--- src/sv/ncs_pkg.sv ---
// Shared constants, types and codes for the nearest palette colour search block.
package ncs_pkg;

	// Palette geometry
	localparam int PALETTE_ENTRIES = 256;
	localparam int PAL_AW          = (PALETTE_ENTRIES > 1) ? $clog2(PALETTE_ENTRIES) : 1;

	// Field and datapath widths
	localparam int CHAN_W  = 8;
	localparam int IDX_W   = 8;
	localparam int QUERY_W = 11;
	localparam int DIFF_W  = 12;   // query minus entry, -1279..255
	localparam int PROD_W  = 23;   // d * (d + 5), -6..1629446
	localparam int SCORE_W = 24;   // three channel terms, -18..4888338
	localparam int BEST_W  = 20;   // best score, -18..262144

	localparam logic [IDX_W-1:0]          PAL_LAST      = IDX_W'(PALETTE_ENTRIES - 1);
	localparam logic signed [BEST_W-1:0]  SCORE_BOUND   = BEST_W'(256 * 256 * 4);
	localparam logic signed [DIFF_W-1:0]  LINEAR_WEIGHT = DIFF_W'(5);
	localparam logic signed [QUERY_W-1:0] CHANNEL_MAX   = QUERY_W'(255);

	// Item kinds
	localparam logic KIND_WRITE = 1'b0;
	localparam logic KIND_QUERY = 1'b1;

	// Configuration register indexes
	localparam int CFG_IDX_W = 1;
	localparam logic [CFG_IDX_W-1:0] CFG_SEARCH_FIRST = CFG_IDX_W'(0);
	localparam logic [CFG_IDX_W-1:0] CFG_SEARCH_LAST  = CFG_IDX_W'(1);

	// Palette word: red in the low byte
	typedef struct packed {
		logic [CHAN_W-1:0] blue;
		logic [CHAN_W-1:0] green;
		logic [CHAN_W-1:0] red;
	} entry_t;

	typedef logic signed [QUERY_W-1:0] query_chan_t;

	typedef struct packed {
		query_chan_t blue;
		query_chan_t green;
		query_chan_t red;
	} query_t;

	// Scored entry leaving the distance unit
	typedef struct packed {
		logic                      valid;
		logic [IDX_W-1:0]          idx;
		logic signed [SCORE_W-1:0] score;
	} score_t;

	// Running best held by the tracker
	typedef struct packed {
		logic [IDX_W-1:0]         idx;
		logic signed [BEST_W-1:0] score;
		logic                     exact;
	} best_t;

	typedef enum logic [1:0] {
		ST_IDLE,
		ST_SCAN,
		ST_DRAIN,
		ST_RESULT
	} scan_state_t;

endpackage

--- src/sv/ncs_best_track.sv ---
// Best-score tracker: keeps the first strictly smaller score, latches on an exact hit.
module ncs_best_track (
	input  logic            clk,
	input  logic            arst_n,
	input  logic            clear,
	input  ncs_pkg::score_t score,
	output ncs_pkg::best_t  best
);
	import ncs_pkg::*;

	logic [IDX_W-1:0]         idx_q;
	logic signed [BEST_W-1:0] score_q;
	logic                     exact_q;
	logic                     better;

	// Strictly smaller wins; nothing counts once an exact hit is held
	assign better = score.valid && !exact_q && (score.score < SCORE_W'(score_q));

	always_ff @(posedge clk or negedge arst_n) begin
		if (!arst_n) begin
			idx_q   <= '0;
			score_q <= SCORE_BOUND;
			exact_q <= 1'b0;
		end else if (clear) begin
			idx_q   <= '0;
			score_q <= SCORE_BOUND;
			exact_q <= 1'b0;
		end else if (better) begin
			idx_q   <= score.idx;
			score_q <= score.score[BEST_W-1:0];
			exact_q <= (score.score == '0);
		end
	end

	assign best.idx   = idx_q;
	assign best.score = score_q;
	assign best.exact = exact_q;

endmodule

--- config.mk ---
export PLATFORM = sky130hd
export DESIGN_NAME = ncs_best_track
export DESIGN_NICKNAME = d
export VERILOG_FILES = /design/src/sv/ncs_pkg.sv /design/src/sv/ncs_best_track.sv
export SDC_FILE = /design/constraint.sdc
export NUM_CORES = 1
export LEC_CHECK = 0
export ABC_AREA = 1
export ABC_CLOCK_PERIOD_IN_PS = 4230
export BUFFER_PORTS_ARGS = -buffer_cell sky130_fd_sc_hd__buf_2
export CORE_MARGIN = 3
export CORE_UTILIZATION = 55
export DETAILED_ROUTE_END_ITERATION = 10
export PLACE_DENSITY_LB_ADDON = 0.08
export RECOVER_POWER = 25
export SLEW_MARGIN = 20
export SYNTH_ARGS = -nofsm -noshare
export SYNTH_HDL_FRONTEND = slang
export SYNTH_SLANG_ARGS = --single-unit
export TNS_END_PERCENT = 30
--- constraint.sdc ---
create_clock -name clk -period 4.23 [get_ports clk]
set_clock_uncertainty 0.15 [all_clocks]
set_input_delay 0.2115 -clock clk [delete_from_list [all_inputs] [get_ports clk]]
set_output_delay 0.2115 -clock clk [all_outputs]
set_load 0.01 [all_outputs]
Word level (Yosys, flattened, before mapping)
Index checks and enable logic that the tools add are counted.

Bits of input ports: 36. ROM bits: 0. Bits in latches: 0. Bits in writable memories: 0. Output and inout bits: 29. Logic and storage cells: 15. Flip-flop bits (word level): 29. Memories: 0.

Add/sub/neg operators: 0. Muxes and demuxes: 6. Divide/modulo/power cells: 0. Reduce and logical (&&, ||, !) cells: 5. Bitwise logic cells: 0. $lt $le $gt $ge: 1. Equality and inequality tests: 0. Shifts and indexed selects: 0. Multiply operators: 0.

Operators with widths (number): 20-bit two-way mux (2); 24-bit logical NOT (1); 24-bit by 20-bit < comparator with 1-bit output (1); 8-bit two-way mux (2); 1-bit logical AND (2); 1-bit two-way mux (2); 2-bit nonzero test (1); 1-bit logical NOT (1).

Logic depth before layout (Yosys ltp)
Depth in word-level cells: 5. Depth in mapped cells: 17. Depth with buffers taken out: 15.

Worst setup path after synthesis
Ideal clock, no wire load.

Path type: register to register. From: reg score_q[18]. To: reg score_q[1]. Setup time: 0.117 ns. Period minus slack after synthesis: 2.154 ns. Stages on the path, launching flop included: 17. Required time: 3.963 ns. Path buffers: 2. Path slack: 2.076 ns. Arrival time: 1.887 ns. Path through: dfstp_2 > inv_1 > ha_1 > nand2_1 > nor2_1 > nand2_1 > inv_1 > nand2_1 > nand3_1 > nor2_1 > nand2_1 > nand2_1 > nand3_2 > buf_6 > buf_4 > nand3_1 > nand2_1.

Cells in the longest elaborated chain, start to end: 3.

Ends and longest elaborated chain: start, declared (RTL line ncs_best_track.sv:12) `logic signed [BEST_W-1:0] score_q;`; start signal, assigned (RTL line ncs_best_track.sv:30) `score_q <= score.score[BEST_W-1:0];`; 24-bit by 20-bit < comparator with 1-bit output (RTL line ncs_best_track.sv:17) `assign better = score.valid && !exact_q && (score.score < SCORE_W'(score_q));`; 1-bit logical AND (RTL line ncs_best_track.sv:17); 2-bit nonzero test (no source line).

No other way between the ends. A chain may end at the register's enable or synchronous reset.

Worst setup path after layout
From: reg score_q[19]. To: reg score_q[5].

The elaborated chain is that of the path after synthesis.

==> impl_metrics.py <==
metrics = {
    "status": {
        "status": "complete, but fails checks",
        "violations": "max-capacitance violations, max-slew violations",
    },
    "sta": {
        "drv_slew": 30,
        "finalCriticalPeriod_ns": 2.80,
        "hold_viol_final": 0,
        "finalSetupViolCount": 0,
        "holdWs_ns": 0.0771,
        "tightest_slew_ns": 1.56,
        "clock.fmax_mhz": 358,
        "finalSetupTns_ns": 0,
        "max_slew_margin_pct": -4.33,
        "period_share_pct": 66.1,
        "rsz0062_at_grt": "no",
    },
    "clock_network": {
        "clockBufferDepth": 2,
        "cts_tree": "done",
        "path_clk_slew_ns": 0.06,
        "htree_levels": 2,
        "cts_resized": 0,
        "clk_latency_ns": 0.28,
        "cts_inserted_buffers": 5,
        "clock-sinks": 29,
        "root_buffer": "clkbuf_8",
    },
    "drt": {
        "via_per_inst": 4.85,
        "wl_per_cell_um": 11.7,
        "route.antenna.remaining_nets": 0,
        "first_pass_iters": 4,
        "vias": 2027,
        "drt_wl_total_um": 4880,
        "drc_errors": 0,
        "drt_iter0_markers": 55,
    },
    "critical_path": {
        "crit_arrival_ns": 2.81,
        "cp.required_ns": 4.25,
        "reg2regPathDepth": 14,
        "cp-start-kind": "flip-flop",
        "critPathKind": "flip-flop to flip-flop",
        "worst-r2r-setup-slack_ns": 1.43,
        "worstSetupEndpointType": "flip-flop",
        "worstReg2RegStart": "score_q[19]",
        "worstPathMaxFanout": 30,
        "setup.worst_path.start": "score_q[19]",
        "reg2reg_to": "score_q[5]",
        "cp-endpoint": "score_q[5]",
    },
    "placed_design": {
        "dpl-instance-area_um2": 2410,
        "io_buffers": 64,
        "dp_hpwl_um": 3640,
        "gp_congestion": 0.767,
    },
    "yosys": {
        "synth_nets": 370,
        "syn_area_um2": 2100,
        "synth.distinct_cells": 19,
        "ys_seq_elements": 29,
        "ys_warn_count": 0,
        "seq_area_frac_synth_pct": 34.5,
        "netlist_instances": 311,
        "avgSynthCellArea_um2": 6.77,
    },
    "grt": {
        "grt_pass1_wl_um": 7620,
        "grt_max_degree": 31,
        "gr-usage-all-layers_pct": 22.1,
        "grt_overflow": 0,
        "grt_pass1_vias": 1748,
        "grt_antenna_before_repair": 0,
    },
    "finish": {
        "antenna_cells": 0,
        "finalInstanceArea_um2": 2510,
        "areaGrowthSynthToFinish_pct": 19.3,
        "drive_gt1_share_pct": 18.8,
        "fill_cells": 311,
        "num-nets-final": 430,
        "final_cell_mix": "nand2_1, inv_1, buf_2",
        "final_common_cell": "nand2_1",
    },
    "pwr": {
        "p_leak_nw": 1.57,
        "pwr_density_cell_nw_per_um2": 332,
        "vdd_drop_max_mv": 0.264,
    },
    "hold_path": {
        "min_path_type": "input port to flip-flop",
    },
    "die": {
        "core-area_um2": 3490,
        "fp.dieArea_um2": 4600,
        "top_level_ports": 65,
        "initial_core_util_pct": 60.2,
        "die_h_um": 67.9,
        "die_w_um": 67.9,
        "rows": 21,
    },
    "job": {
        "cap_violations": 1,
    },
}
## Yosys cell counts
library cell / instances / area [um2]
clkbuf_1: 6 / 22.5
nand3_2: 1 / 10.0
nor3_1: 2 / 10.0
nor2_2: 1 / 6.26
buf_6: 3 / 33.8
nor4_1: 3 / 18.8
nand2_2: 1 / 6.26
nor2_1: 34 / 128
buf_4: 2 / 15.0
nand3_1: 34 / 170
or2_2: 1 / 6.26
inv_1: 61 / 229
nand4_1: 5 / 31.3
ha_1: 23 / 288
dfrtp_1: 28 / 701
a21oi_1: 5 / 25.0
nand2_1: 98 / 368
dfstp_2: 1 / 26.3
buf_2: 2 / 10.0
## registers in the layout (all words and copies together), names as in the netlist
signal,cells
exact_q,1
idx_q,8
score_q,20
## how the worst min path moves through the flow
stage	slack [ns]	cells after the start	from	end
4_1_cts	0.08	5	score[27]	idx_q[3]
3_5_place_dp	0.12	1	arst_n	score_q[3]
2_1_floorplan	-0.23	0	arst_n	exact_q
5_1_grt	0.10	5	score[28]	idx_q[4]
6_report	0.08	5	score[27]	idx_q[3]
3_3_place_gp	0.12	1	arst_n	score_q[3]
## power breakdown
group / switching (W) / internal (W)
Sequential: 0.0000245 / 0.000310
Clock: 0.000105 / 0.000147
Combinational: 0.000152 / 0.0000951
Total: 0.000281 / 0.000551
## layer usage
metal | up-vias | GRT usage [%] | wire, um
met1 | 899 | 29.4 | 2260
met3 | 7 | 3.78 | 258
li1 | 1064 | - | -
met4 | 0 | 6.70 | 61
met2 | 57 | 36.9 | 2300
met5 | - | 0 | 0
## stage by stage
stage / setup WS, ns / cells / util, % / total power (W)
after floorplan: 2.08 / 311 / - / 0.000503
after global placement: 1.54 / 409 / 68.9 / 0.000581
after detailed placement: 1.47 / 409 / 68.9 / 0.000588
after CTS: 1.44 / 418 / 72.1 / 0.000839
after global routing: 1.15 / 418 / 71.8 / 0.000884
final: 1.43 / 418 / 71.8 / 0.000833
## what timing repair did
action	4_1_cts	5_1_grt
setup buffers	0	0
endpoints found under the hold margin	28	0
hold buffers	1	0
## cell type report
cell class                 instances  area (um2)  area share (%)
inverter                          61         229            9.12
multi-input combinational        208        1070            42.5
clock inverter                     1        5.00           0.199
clock buffer                       7        96.3            3.84
timing repair buffer              66         328            13.1
tap                               46        57.6            2.29
sequential                        29         727            29.0
## worst max-delay path, cell delays in order (launching register included)
cell and delay (ns):
dfrtp_1 0.38, inv_1 0.12, ha_1 0.36, nand2_1 0.08, nor2_2 0.12, nand2_1 0.09, nor3_1 0.16, nand2_1 0.10
nand2_1 0.06, nand2_1 0.05, nand3_2 0.06, buf_4 0.29, nand2_2 0.40, nand2_1 0.19, nand2_1 0.07
## cells by family after synthesis
family          after synthesis  share of synthesized area, %
compound gates                5                          1.19
fa+ha+maj                    23                          13.7
buf+inv                      74                          14.7
flops                        29                          34.5
simple gates                180                          35.9
Note: power is estimated with default switching activity, not from simulation.
