**src/sv/ncs_pkg.sv**
```systemverilog
// Shared constants, types and codes for the nearest palette colour search block.
package ncs_pkg;

	// Palette geometry
	localparam int PALETTE_ENTRIES = 256;
	localparam int PAL_AW          = (PALETTE_ENTRIES > 1) ? $clog2(PALETTE_ENTRIES) : 1;

	// Field and datapath widths
	localparam int CHAN_W  = 8;
	localparam int IDX_W   = 8;
	localparam int QUERY_W = 11;
	localparam int DIFF_W  = 12;   // query minus entry, -1279..255
	localparam int PROD_W  = 23;   // d * (d + 5), -6..1629446
	localparam int SCORE_W = 24;   // three channel terms, -18..4888338
	localparam int BEST_W  = 20;   // best score, -18..262144

	localparam logic [IDX_W-1:0]          PAL_LAST      = IDX_W'(PALETTE_ENTRIES - 1);
	localparam logic signed [BEST_W-1:0]  SCORE_BOUND   = BEST_W'(256 * 256 * 4);
	localparam logic signed [DIFF_W-1:0]  LINEAR_WEIGHT = DIFF_W'(5);
	localparam logic signed [QUERY_W-1:0] CHANNEL_MAX   = QUERY_W'(255);

	// Item kinds
	localparam logic KIND_WRITE = 1'b0;
	localparam logic KIND_QUERY = 1'b1;

	// Configuration register indexes
	localparam int CFG_IDX_W = 1;
	localparam logic [CFG_IDX_W-1:0] CFG_SEARCH_FIRST = CFG_IDX_W'(0);
	localparam logic [CFG_IDX_W-1:0] CFG_SEARCH_LAST  = CFG_IDX_W'(1);

	// Palette word: red in the low byte
	typedef struct packed {
		logic [CHAN_W-1:0] blue;
		logic [CHAN_W-1:0] green;
		logic [CHAN_W-1:0] red;
	} entry_t;

	typedef logic signed [QUERY_W-1:0] query_chan_t;

	typedef struct packed {
		query_chan_t blue;
		query_chan_t green;
		query_chan_t red;
	} query_t;

	// Scored entry leaving the distance unit
	typedef struct packed {
		logic                      valid;
		logic [IDX_W-1:0]          idx;
		logic signed [SCORE_W-1:0] score;
	} score_t;

	// Running best held by the tracker
	typedef struct packed {
		logic [IDX_W-1:0]         idx;
		logic signed [BEST_W-1:0] score;
		logic                     exact;
	} best_t;

	typedef enum logic [1:0] {
		ST_IDLE,
		ST_SCAN,
		ST_DRAIN,
		ST_RESULT
	} scan_state_t;

endpackage

```
**src/sv/ncs_score_unit.sv**
```systemverilog
// Distance unit: scores one palette entry per cycle over three pipeline stages.
module ncs_score_unit (
	input  logic                      clk,
	input  logic                      arst_n,
	input  logic                      in_valid,
	input  logic [ncs_pkg::IDX_W-1:0] in_idx,
	input  ncs_pkg::entry_t           entry,
	input  ncs_pkg::query_t           query,
	output ncs_pkg::score_t           score,
	output logic                      busy
);
	import ncs_pkg::*;

	logic signed [QUERY_W-1:0]  q_ch     [3];
	logic [CHAN_W-1:0]          p_ch     [3];
	logic signed [DIFF_W-1:0]   diff     [3];
	logic signed [2*DIFF_W-1:0] prod_full[3];
	logic signed [SCORE_W-1:0]  sum;

	logic                       valid_s2, valid_s3, valid_s4;
	logic [IDX_W-1:0]           idx_s2, idx_s3, idx_s4;
	logic signed [DIFF_W-1:0]   d_s2     [3];
	logic signed [DIFF_W-1:0]   dp5_s2   [3];
	logic signed [PROD_W-1:0]   prod_s3  [3];
	logic signed [SCORE_W-1:0]  score_s4;

	// Channel differences
	always_comb begin
		q_ch[0] = query.red;
		q_ch[1] = query.green;
		q_ch[2] = query.blue;
		p_ch[0] = entry.red;
		p_ch[1] = entry.green;
		p_ch[2] = entry.blue;
		for (int i = 0; i < 3; i++) begin
			diff[i] = DIFF_W'(q_ch[i]) - $signed({{(DIFF_W-CHAN_W){1'b0}}, p_ch[i]});
		end
	end

	// d * (d + 5) per channel
	always_comb begin
		for (int i = 0; i < 3; i++) begin
			prod_full[i] = d_s2[i] * dp5_s2[i];
		end
	end

	// Sum of the three channel terms
	assign sum = SCORE_W'(prod_s3[0]) + SCORE_W'(prod_s3[1]) + SCORE_W'(prod_s3[2]);

	// Stage valids
	always_ff @(posedge clk or negedge arst_n) begin
		if (!arst_n) begin
			valid_s2 <= 1'b0;
			valid_s3 <= 1'b0;
			valid_s4 <= 1'b0;
		end else begin
			valid_s2 <= in_valid;
			valid_s3 <= valid_s2;
			valid_s4 <= valid_s3;
		end
	end

	// Stage payloads
	always_ff @(posedge clk) begin
		idx_s2 <= in_idx;
		idx_s3 <= idx_s2;
		idx_s4 <= idx_s3;
		for (int i = 0; i < 3; i++) begin
			d_s2[i]    <= diff[i];
			dp5_s2[i]  <= diff[i] + LINEAR_WEIGHT;
			prod_s3[i] <= prod_full[i][PROD_W-1:0];
		end
		score_s4 <= sum;
	end

	assign score.valid = valid_s4;
	assign score.idx   = idx_s4;
	assign score.score = score_s4;
	assign busy        = valid_s2 | valid_s3 | valid_s4;

endmodule

```
**config.mk**
```make
export PLATFORM = sky130hd
export DESIGN_NAME = ncs_score_unit
export DESIGN_NICKNAME = d
export VERILOG_FILES = /design/src/sv/ncs_pkg.sv /design/src/sv/ncs_score_unit.sv
export SDC_FILE = /design/constraint.sdc
export NUM_CORES = 1
export LEC_CHECK = 0
export ABC_AREA = 1
export BUFFER_PORTS_ARGS = -buffer_cell sky130_fd_sc_hd__buf_2
export CAP_MARGIN = 40
export CORE_MARGIN = 2
export CORE_UTILIZATION = 60
export CTS_BUF_LIST = sky130_fd_sc_hd__clkbuf_4 sky130_fd_sc_hd__clkbuf_8
export DETAILED_ROUTE_END_ITERATION = 8
export PLACE_DENSITY_LB_ADDON = 0.1
export SLEW_MARGIN = 10
export SYNTH_ARGS = -nofsm -noshare
export SYNTH_HDL_FRONTEND = slang
export SYNTH_SLANG_ARGS = --single-unit
```
**constraint.sdc**
```tcl
create_clock -name clk -period 7.33 [get_ports clk]
set_clock_uncertainty 0.1 [all_clocks]
set_input_delay 0 -clock clk [delete_from_list [all_inputs] [get_ports clk]]
set_output_delay 0 -clock clk [all_outputs]
set_load 0.01 [all_outputs]
```
# Yosys cells after proc, flatten, opt, wreduce, memory -nomap -nowiden
# Memory sizes are Yosys's and may differ from the RTL's.
# Index checks and enable logic that the tools add are counted.
# Widths: inputs -> output; s select.
dict set report totals {
  latch_bits 0
  mem_bits_rw 141
  register_bits 51
  mem_count 3
  rom_bits 0
  elab_cells 23
}
dict set report classes {
  order_cmp 0
  n_shift 0
  reduce_logical 0
  n_div 0
  eq_ne 0
  n_mul 3
  addsub 8
  muxes 0
  n_bitwise 2
}
# memory words width read_ports rd_clocked_by_memory_dff write_ports line_no
set memory_table {}
lappend memory_table {prod_s3 3 23 3 0 3 ncs_score_unit.sv:24} ;# logic signed [PROD_W-1:0] prod_s3 [3];
lappend memory_table {d_s2 3 12 3 0 3 ncs_score_unit.sv:22} ;# logic signed [DIFF_W-1:0] d_s2 [3];
lappend memory_table {dp5_s2 3 12 3 0 3 ncs_score_unit.sv:23} ;# logic signed [DIFF_W-1:0] dp5_s2 [3];
# cell count
set ops {}
lappend ops {{$mul 12x12->23} 3}
lappend ops {{$add 12x4->12 const B} 3}
lappend ops {{$sub 11x9->12} 3}
lappend ops {{$add 23x23->24} 1}
lappend ops {{$add 24x23->24} 1}
lappend ops {{$or 1x1->1} 2}

# Logic depth before layout (Yosys ltp)
# Gate-level depths: netlist of run 1.
dict set report depth {
  depth_word 2
  depth_mapped 23
  mapped_depth_nobuf 22
}

# Worst setup path after synthesis of run 1
# Ideal clock, no wire load.
dict set report synth_timing {
  path_type {register to register}
  startpoint {memory d_s2[2][7] (netlist: d_s2[0][31])}
  endpoint {memory prod_s3[2][21] (netlist: prod_s3[0][67])}
  setup_ns 0.119
  period_less_slack_ns 4.672
  stages_incl_launch_ff 18
  path_slack_ns 2.658
  t_required_ns 7.111
  arrival_time_ns 4.454
  path_cell_list {dfxtp_1 clkbuf_1 nand2_1 fa_1 fa_1 fa_1 inv_1 fa_1 inv_1 fa_1 inv_1 ha_1 a21oi_1 a21boi_0 o21ai_1 nand3_1 nand2_1 xor2_1}
}
# element line_no
set synth_lines {}
lappend synth_lines {{start, declared} ncs_score_unit.sv:22}
lappend synth_lines {{end, declared} ncs_score_unit.sv:24}

==> results of run 1 <==
kinds of logic after synthesis:
| logic type | after synthesis |
|---|---|
| xor+xnor | 116 |
| simple gates | 940 |
| compound gates | 176 |
| fa+ha+maj | 625 |
| flops | 192 |
| buf+inv | 888 |
critical path, delay by kind of cell (launching register included):
| family | cells | cell delay, ps |
|---|---|---|
| adder cells (fa/ha/maj) | 6 | 2870 |
| AND/OR/NAND/NOR | 8 | 1050 |
| flip-flops | 1 | 660 |
| buffers and inverters | 7 | 560 |
Yosys cell counts, drive strengths merged (2+ instances only):
| master | number |
|---|---|
| nand4 | 27 |
| nand3 | 77 |
| dfrtp | 3 |
| or2 | 13 |
| fa | 429 |
| nor4 | 2 |
| a211oi | 2 |
| o21a | 4 |
| nand3b | 8 |
| a21oi | 96 |
| xor2 | 74 |
| a21o | 11 |
| inv | 813 |
| clkbuf | 69 |
| o211ai | 4 |
| o21bai | 5 |
| o31ai | 5 |
| o21ai | 45 |
| nand2 | 691 |
| buf | 6 |
| a21boi | 3 |
| nor2 | 108 |
| dfxtp | 189 |
| xnor2 | 42 |
| nor3 | 12 |
| ha | 196 |
layout make-up:
cell class                 instances  share of cell area
clock inverter                    14            0.006730
tap                              525             0.02471
timing repair buffer             215             0.06193
multi-input combinational       1857              0.6376
sequential                       192              0.1451
inverter                         813              0.1148
clock buffer                      18            0.009083
state kept, by name, indices dropped and copies added, names as in the netlist:
signal and cells:
d_s2 36, dp5_s2 36, idx_s2 8, idx_s3 8
idx_s4 8, prod_s3 69, score_s4 24, valid_s2 1
valid_s3 1, valid_s4 1
final timing paths:
| check | slack, ps | start | to |
|---|---|---|---|
| max reg2reg | 1990 | dp5_s2[0][0] | prod_s3[0][22] |
| min reg2reg | 210 | idx_s2[1] | idx_s3[1] |
| max | 1990 | dp5_s2[0][0] | prod_s3[0][22] |
| min | 60 | entry[15] | d_s2[0][19] |
| max in group asynchronous | 6790 | arst_n | valid_s3 |
| min in group asynchronous | 190 | arst_n | valid_s4 |
per-layer routing:
metal / GRT usage / wire (microns) / vias to the layer above
met4: 0.09679 / 1519 / 0
met1: 0.3812 / 23770 / 8912
met2: 0.4632 / 25650 / 486
met5: 0 / 0 / -
met3: 0.03993 / 2550 / 106
li1: - / - / 8854
per-stage QoR:
step	std cells	area, sq um	worst slack, ps	util
after detailed placement	3488	25030	2029	0.6299
after floorplan	2937	24150	2658	-
after CTS	3634	26590	2019	0.6692
after global routing	3634	26590	1603	0.6692
final	3634	26590	1987	0.6692
after global placement	3488	25030	2091	0.6299
repair_timing:
| item | CTS | global route |
|---|---|---|
| hold endpoints to repair | 80 | 0 |
| setup endpoints to repair | 0 | 0 |
| hold buffers | 114 | 0 |
==> impl_summary.txt, run 1 <==
----------------------------------------------------
[Synthesis]
  Multiplexer fraction of the synthesized cell area ... 0
  Adder-cell share of the synthesized area ... 0.4571
  Area share of the leading cell type in the synthesized netlist ... 0.3556
  Xor-xnor portion of the synthesized cell area ... 0.04393
  Simple logic cell fraction of the synthesized area ... 0.1600
  Largest area contributor in the netlist ... sky130_fd_sc_hd__fa_1
  Largest family of logic cells by synthesized area ... adder cells
  Synthesized area divided by synthesized cell count ... 8.224 sq um
  Leading post-synthesis cells by cell area ... sky130_fd_sc_hd__fa_1 (36%), sky130_fd_sc_hd__dfxtp_1 (16%), sky130_fd_sc_hd__inv_1 (13%)
  Net count after synthesis ... 3630
  EDFF count, synth ... 0
  Top FF cell, synth ... sky130_fd_sc_hd__dfxtp_1
  Share of the yosys chip area belonging to registers ... 0.1598
  Count of cell types in the netlist ... 43
  Mapped Cells ... 2937
  Total of flip-flops plus latches after synthesis ... 192
  FFs w/ async S/R, synth ... 0.01563
  Netlist area before placement ... 24150 sq um
  Number of synthesis warnings ... 0
  Fraction of the mapped netlist area in compound gates ... 0.04082

[Final layout]
  Register area ... 3859 sq um
  Multi-input logic area ... 16950 sq um
  Ant. Diodes ... 0
  Post-layout nets ... 3789
  Layout cell share with drive strength beyond 1 ... 0.05564
  Synth-to-layout area growth ... 10.07%
  Highest-count cells in the layout ignoring fill and taps ... sky130_fd_sc_hd__inv_1 (811), sky130_fd_sc_hd__nand2_1 (683), sky130_fd_sc_hd__fa_1 (429)
  Fillers ... 3398
  Most common cell after layout, fill and taps aside ... sky130_fd_sc_hd__inv_1

[Place]
  Dpl hpwl ... 44580 microns
  Port Buffer Count ... 101
  GPL Wtd Cong ... 0.9211

[STA]
  Total negative slack ... 0 ps
  Unrepaired setup endpoints after global routing ... no
  Number of failing setup endpoints in the final timing report ... 0
  Worst-case hold slack ... 60.67 ps
  Final count of hold timing violations ... 0
  F_max ... 187.2 MHz
  Slew Viols, Final ... 0
  Tcrit/Tclk final ... 0.7289
  Headroom to the max-slew limit ... 0.6020
  Post-route minimum period ... 5343 ps
  Measured slew at the worst slew-check pin ... 596.2 ps

[GRT]
  Initial antenna violation count ... 0
  First-pass GRT wire length ... 92390 microns
  Via count of the first global-routing pass ... 19314
  Largest net degree at the start of global routing ... 22
  Remaining Overflow, GRT ... 0
  Global Route Usage Sum ... 0.2808

[Hold path]
  Type of the worst min-delay path ... input pin to register
  Count of cells along the worst hold path ... 6

[Worst setup path]
  R2R cell count ... 21
  Highest net fanout along the worst path ... 12
  Start-to-end type of the worst setup path ... register to register
  Endpoint arrival time on the critical path ... 5750 ps
  Critical path endpoint category ... register
  Required @ worst endpoint ... 7730 ps
  Type of origin of the critical path ... register
  Critical path cell sequence ... nand2_1 -> fa_1 -> inv_1 -> ha_1 -> inv_1 -> fa_1 -> inv_1 -> fa_1 -> inv_1 -> fa_1 -> inv_1 -> ha_1 -> nand2_1 -> nor2_1 -> nand2_1 -> inv_1 -> nand4_1 -> nand3_1 -> inv_1 -> nand2_1 -> nand2_1
  Slowest cell on crit path ... sky130_fd_sc_hd__dfxtp_1
  CP most frequent cell ... sky130_fd_sc_hd__inv_1
  Critical path's largest stage delay ... 660 ps

[Die]
  Top-level I/O count ... 102
  Area of the core ... 39730 sq um
  Total Die Area ... 41880 sq um
  Horizontal die dimension ... 204.6 microns
  Initial core utilization ... 0.6079
  Cell row count ... 73
  Vertical die dimension ... 204.6 microns

[Clocking]
  Clock H-tree levels ... 4
  CTS tree ... done
  Number of clock buffers inserted by TritonCTS ... 17
  Clock tree root driver cell ... sky130_fd_sc_hd__clkbuf_8
  Clock insertion delay at the later pin of the skew report ... 600 ps
  Largest buffer count on any clock path ... 2
  CTS Sinks ... 192
  Post-CTS Setup Repair Bufs ... 0
  Total of cells resized after clock tree synthesis ... 0
  Clock transition at the registers of the reported paths ... 140 ps

[Route]
  DRC violations left ... 0
  Wire length per cell after detailed routing ... 14.72 microns
  Mean number of vias per cell ... 5.052
  Antenna-violating nets left ... 0
  Number of violations reported at the end of detailed-routing iteration 0 ... 1054
  Final Routed Wirelength ... 53490 microns
  Total number of vias ... 18358
  Detailed-router iteration count before antenna repair ... 7

[Job]
  Max_cap viols ... 0

[Status]
  Outcome ... complete, no violations

----------------------------------------------------
Power of run 1 is left out: the tool's default activity adds up to more than one toggle a clock period on the data nets, which glitch-free logic cannot reach.
==> run 2, diff against run 1 <==
Settings changed: ABC_AREA 1 to 0.
Clock period 7.33 ns to 5.4 ns, I/O delays scaled along.
==> run 2 against run 1 <==
Compared with the run above: flip-flop and latch count is the same; global-route usage shrank 2.1 points; routed wire length shrank 9.4%; final cell count shrank 12%; register-to-register slack lost 1700 ps; maximum frequency grew 3.7%; highest routed layer unchanged.
==> impl_summary.txt, run 2 <==
----------------------------------------------------
[STA]
  Unrepaired setup endpoints after global routing ... no
  Headroom to the max-slew limit ... 0.3704
  Final count of hold timing violations ... 0
  Measured slew at the worst slew-check pin ... 941.4 ps
  Tcrit/Tclk final ... 0.9538
  Post-route minimum period ... 5150 ps
  Number of failing setup endpoints in the final timing report ... 0
  Slew Viols, Final ... 0
  Total negative slack ... 0 ps
  F_max ... 194.2 MHz

[Final layout]
  Highest-count cells in the layout ignoring fill and taps ... sky130_fd_sc_hd__inv_1 (579), sky130_fd_sc_hd__fa_1 (429), sky130_fd_sc_hd__nand2_1 (288)
  Most flops, register ... prod_s3
  Largest registers ranked by flip-flop count ... prod_s3: 69 flops, d_s2: 36 flops, dp5_s2: 36 flops
  Synth-to-layout area growth ... 12.11%
  Ant. Diodes ... 0
  Most common cell after layout, fill and taps aside ... sky130_fd_sc_hd__inv_1
  Post-layout nets ... 3369
  Layout cell share with drive strength beyond 1 ... 0.1030
  Max reg flops ... 69

[Job]
  Max_cap viols ... 0

[Worst setup path]
  Worst Path Buf+Inv ... 4
  Type of origin of the critical path ... register
  Endpoint arrival time on the critical path ... 5500 ps
  Highest net fanout along the worst path ... 7
  End of the worst register-to-register path ... prod_s3[0][67]
  CP Capture Point ... prod_s3[0][67]
  Slowest cell on crit path ... sky130_fd_sc_hd__fa_1
  Critical path cell sequence ... buf_4 -> nand2_1 -> fa_1 -> inv_1 -> fa_1 -> fa_1 -> fa_1 -> inv_1 -> fa_1 -> inv_1 -> ha_1 -> a21o_1 -> a21o_1 -> a21oi_1 -> o21ai_0 -> a41o_1 -> o41ai_1 -> xnor2_1
  Startpoint of the lowest-slack register-to-register path ... d_s2[0][32]
  Critical path endpoint category ... register
  Required @ worst endpoint ... 5750 ps
  CP most frequent cell ... sky130_fd_sc_hd__fa_1
  Cell depth of the worst setup path ... 18
  Start point of the critical path ... d_s2[0][32]
  Critical path's largest stage delay ... 560 ps
  Gate family responsible for the most delay along the worst path ... adder cells
  R2R cell count ... 18
  Flop-to-flop setup slack ... 250 ps
  Start-to-end type of the worst setup path ... register to register

[Synthesis]
  FFs w/ async S/R, synth ... 0.01563
  Total of flip-flops plus latches after synthesis ... 192
  Most numerous cell in the Yosys netlist ... sky130_fd_sc_hd__inv_1
  Leading post-synthesis cells by cell area ... sky130_fd_sc_hd__fa_1 (37%), sky130_fd_sc_hd__dfxtp_1 (16%), sky130_fd_sc_hd__ha_1 (11%)
  Net count after synthesis ... 3168
  Count of cell types in the netlist ... 63
  Mapped Cells ... 2475
  Netlist area before placement ... 23190 sq um
  Top FF cell, synth ... sky130_fd_sc_hd__dfxtp_1
  Share of the yosys chip area belonging to registers ... 0.1664
  Area share of the leading cell type in the synthesized netlist ... 0.3703
  EDFF count, synth ... 0
  Most frequent cells after synthesis ... sky130_fd_sc_hd__inv_1 (580), sky130_fd_sc_hd__fa_1 (429), sky130_fd_sc_hd__nand2_1 (288)
  Synthesized area divided by synthesized cell count ... 9.370 sq um
  Largest area contributor in the netlist ... sky130_fd_sc_hd__fa_1
  Number of synthesis warnings ... 0

[Die]
  Area of the core ... 38380 sq um
  Cell row count ... 72
  Top-level I/O count ... 102
  Horizontal die dimension ... 200.6 microns
  Total Die Area ... 40240 sq um
  Initial core utilization ... 0.6043
  Vertical die dimension ... 200.6 microns

[GRT]
  Met1 global-route usage ... 0.3376
  Met2 Track Usage GR ... 0.4561
  First-pass GRT wire length ... 84280 microns
  Global Route Usage Sum ... 0.2598
  Largest net degree at the start of global routing ... 25
  Met3 track demand over resource ... 0.02890
  Remaining Overflow, GRT ... 0
  Initial antenna violation count ... 0
  Layer with the highest usage after global routing ... met2
  Via count of the first global-routing pass ... 17735

[Clocking]
  Clock insertion delay at the later pin of the skew report ... 530 ps
  Number of clock buffers inserted by TritonCTS ... 17
  Clock tree root driver cell ... sky130_fd_sc_hd__clkbuf_8
  Clock H-tree levels ... 4
  Clock transition at the registers of the reported paths ... 120 ps
  CTS Sinks ... 192
  CTS tree ... done
  Largest buffer count on any clock path ... 2

[Route]
  Wire length per cell after detailed routing ... 15.12 microns
  Detailed-router iteration count before antenna repair ... 5
  DRC violations left ... 0
  Total number of vias ... 16416
  Mean number of vias per cell ... 5.119
  Number of violations reported at the end of detailed-routing iteration 0 ... 719
  Final Routed Wirelength ... 48490 microns
  Antenna-violating nets left ... 0

[Hold path]
  Type of the worst min-delay path ... input pin to register

[Place]
  Dpl hpwl ... 40250 microns
  Port Buffer Count ... 101
  GPL Wtd Cong ... 0.9008

[Status]
  Outcome ... complete, no violations

----------------------------------------------------
## run 2: changes by cell type in the layout (fill, tap and decap cells not counted), moves of 36 or more
cell,change
sky130_fd_sc_hd__nand2_1,-395
sky130_fd_sc_hd__a21oi_1,-39
sky130_fd_sc_hd__xor2_1,-36
sky130_fd_sc_hd__dfxtp_2,+41
sky130_fd_sc_hd__buf_4,+73
sky130_fd_sc_hd__inv_1,-232
sky130_fd_sc_hd__nand3_1,-64
sky130_fd_sc_hd__xnor2_1,+54
sky130_fd_sc_hd__and2_1,+149
sky130_fd_sc_hd__dfxtp_1,-45
## run 2: per-layer routing
layer	wire length (microns)	part of all wire
met5	0	0
met4	1385	0.029
met3	1745	0.036
met2	24750	0.51
met1	20610	0.43
## run 2: through the flow
stage / hold slack (ps) / setup WS (ps) / instances / cell area (sq um) / utilization
5_1_grt: 59.29 / 5.239 / 3207 / 26000 / 0.6775
3_3_place_gp: -304.5 / 85.10 / 3094 / 24610 / 0.6413
6_report: 36.53 / 249.6 / 3207 / 26000 / 0.6775
2_1_floorplan: -395.6 / 155.8 / 2475 / 23190 / -
4_1_cts: 0.7576 / 7.245 / 3206 / 25890 / 0.6746
3_5_place_dp: -300.9 / -47.34 / 3094 / 24610 / 0.6413
## run 2: timing repair
item	in CTS	in global routing
endpoints found under the setup margin	2	14
resized for setup	7	57
endpoints found under the hold margin	70	0
setup buffers	0	1
pin swaps	0	2
hold buffers	80	0
## run 2: cell families after synthesis
logic type                 count (synthesis)  share of synthesized area
DFF                                      192                     0.1664
buffers and inverters                    655                     0.1062
AOI/OAI and AO/OA                        249                    0.07365
adders and majority gates                625                     0.4761
and+or+nand+nor                          623                     0.1282
xor gates and xnor gates                 131                    0.04947
## run 2: area by class of cell
class                           instances  area, sq um
Inverter                              583         2192
Timing Repair Buffer                  254         1854
Clock inverter                         15        231.5
Multi-Input combinational cell       1628        16920
Sequential cell                       192         3925
Tap cell                              518        648.1
Fill cell                            3167        12380
Clock buffer                           17        234.0
## run 2: worst register-to-register path: cells and delay by family (launching register included)
family                   cells  cell delay, ps
adder cells (fa/ha/maj)      6            2840
AO/OA/AOI/OAI                6            1150
flip-flops                   1             420
buffers and inverters        4             330
XOR/XNOR                     1             170
AND/OR/NAND/NOR              1              80
## run 2: worst min path at each step
| stage | from | endpoint | slack [ps] | depth (start not counted) |
|---|---|---|---|---|
| detailed placement | arst_n | valid_s2 | -300 | 1 |
| CTS | entry[23] | d_s2[0][32] | 0.8 | 6 |
| global route | query[4] | d_s2[0][4] | 60 | 4 |
| finish | entry[23] | d_s2[0][32] | 40 | 6 |
| floorplan | arst_n | valid_s2 | -400 | 0 |
| global placement | arst_n | valid_s4 | -300 | 1 |
Power of run 2 is left out for the same reason.
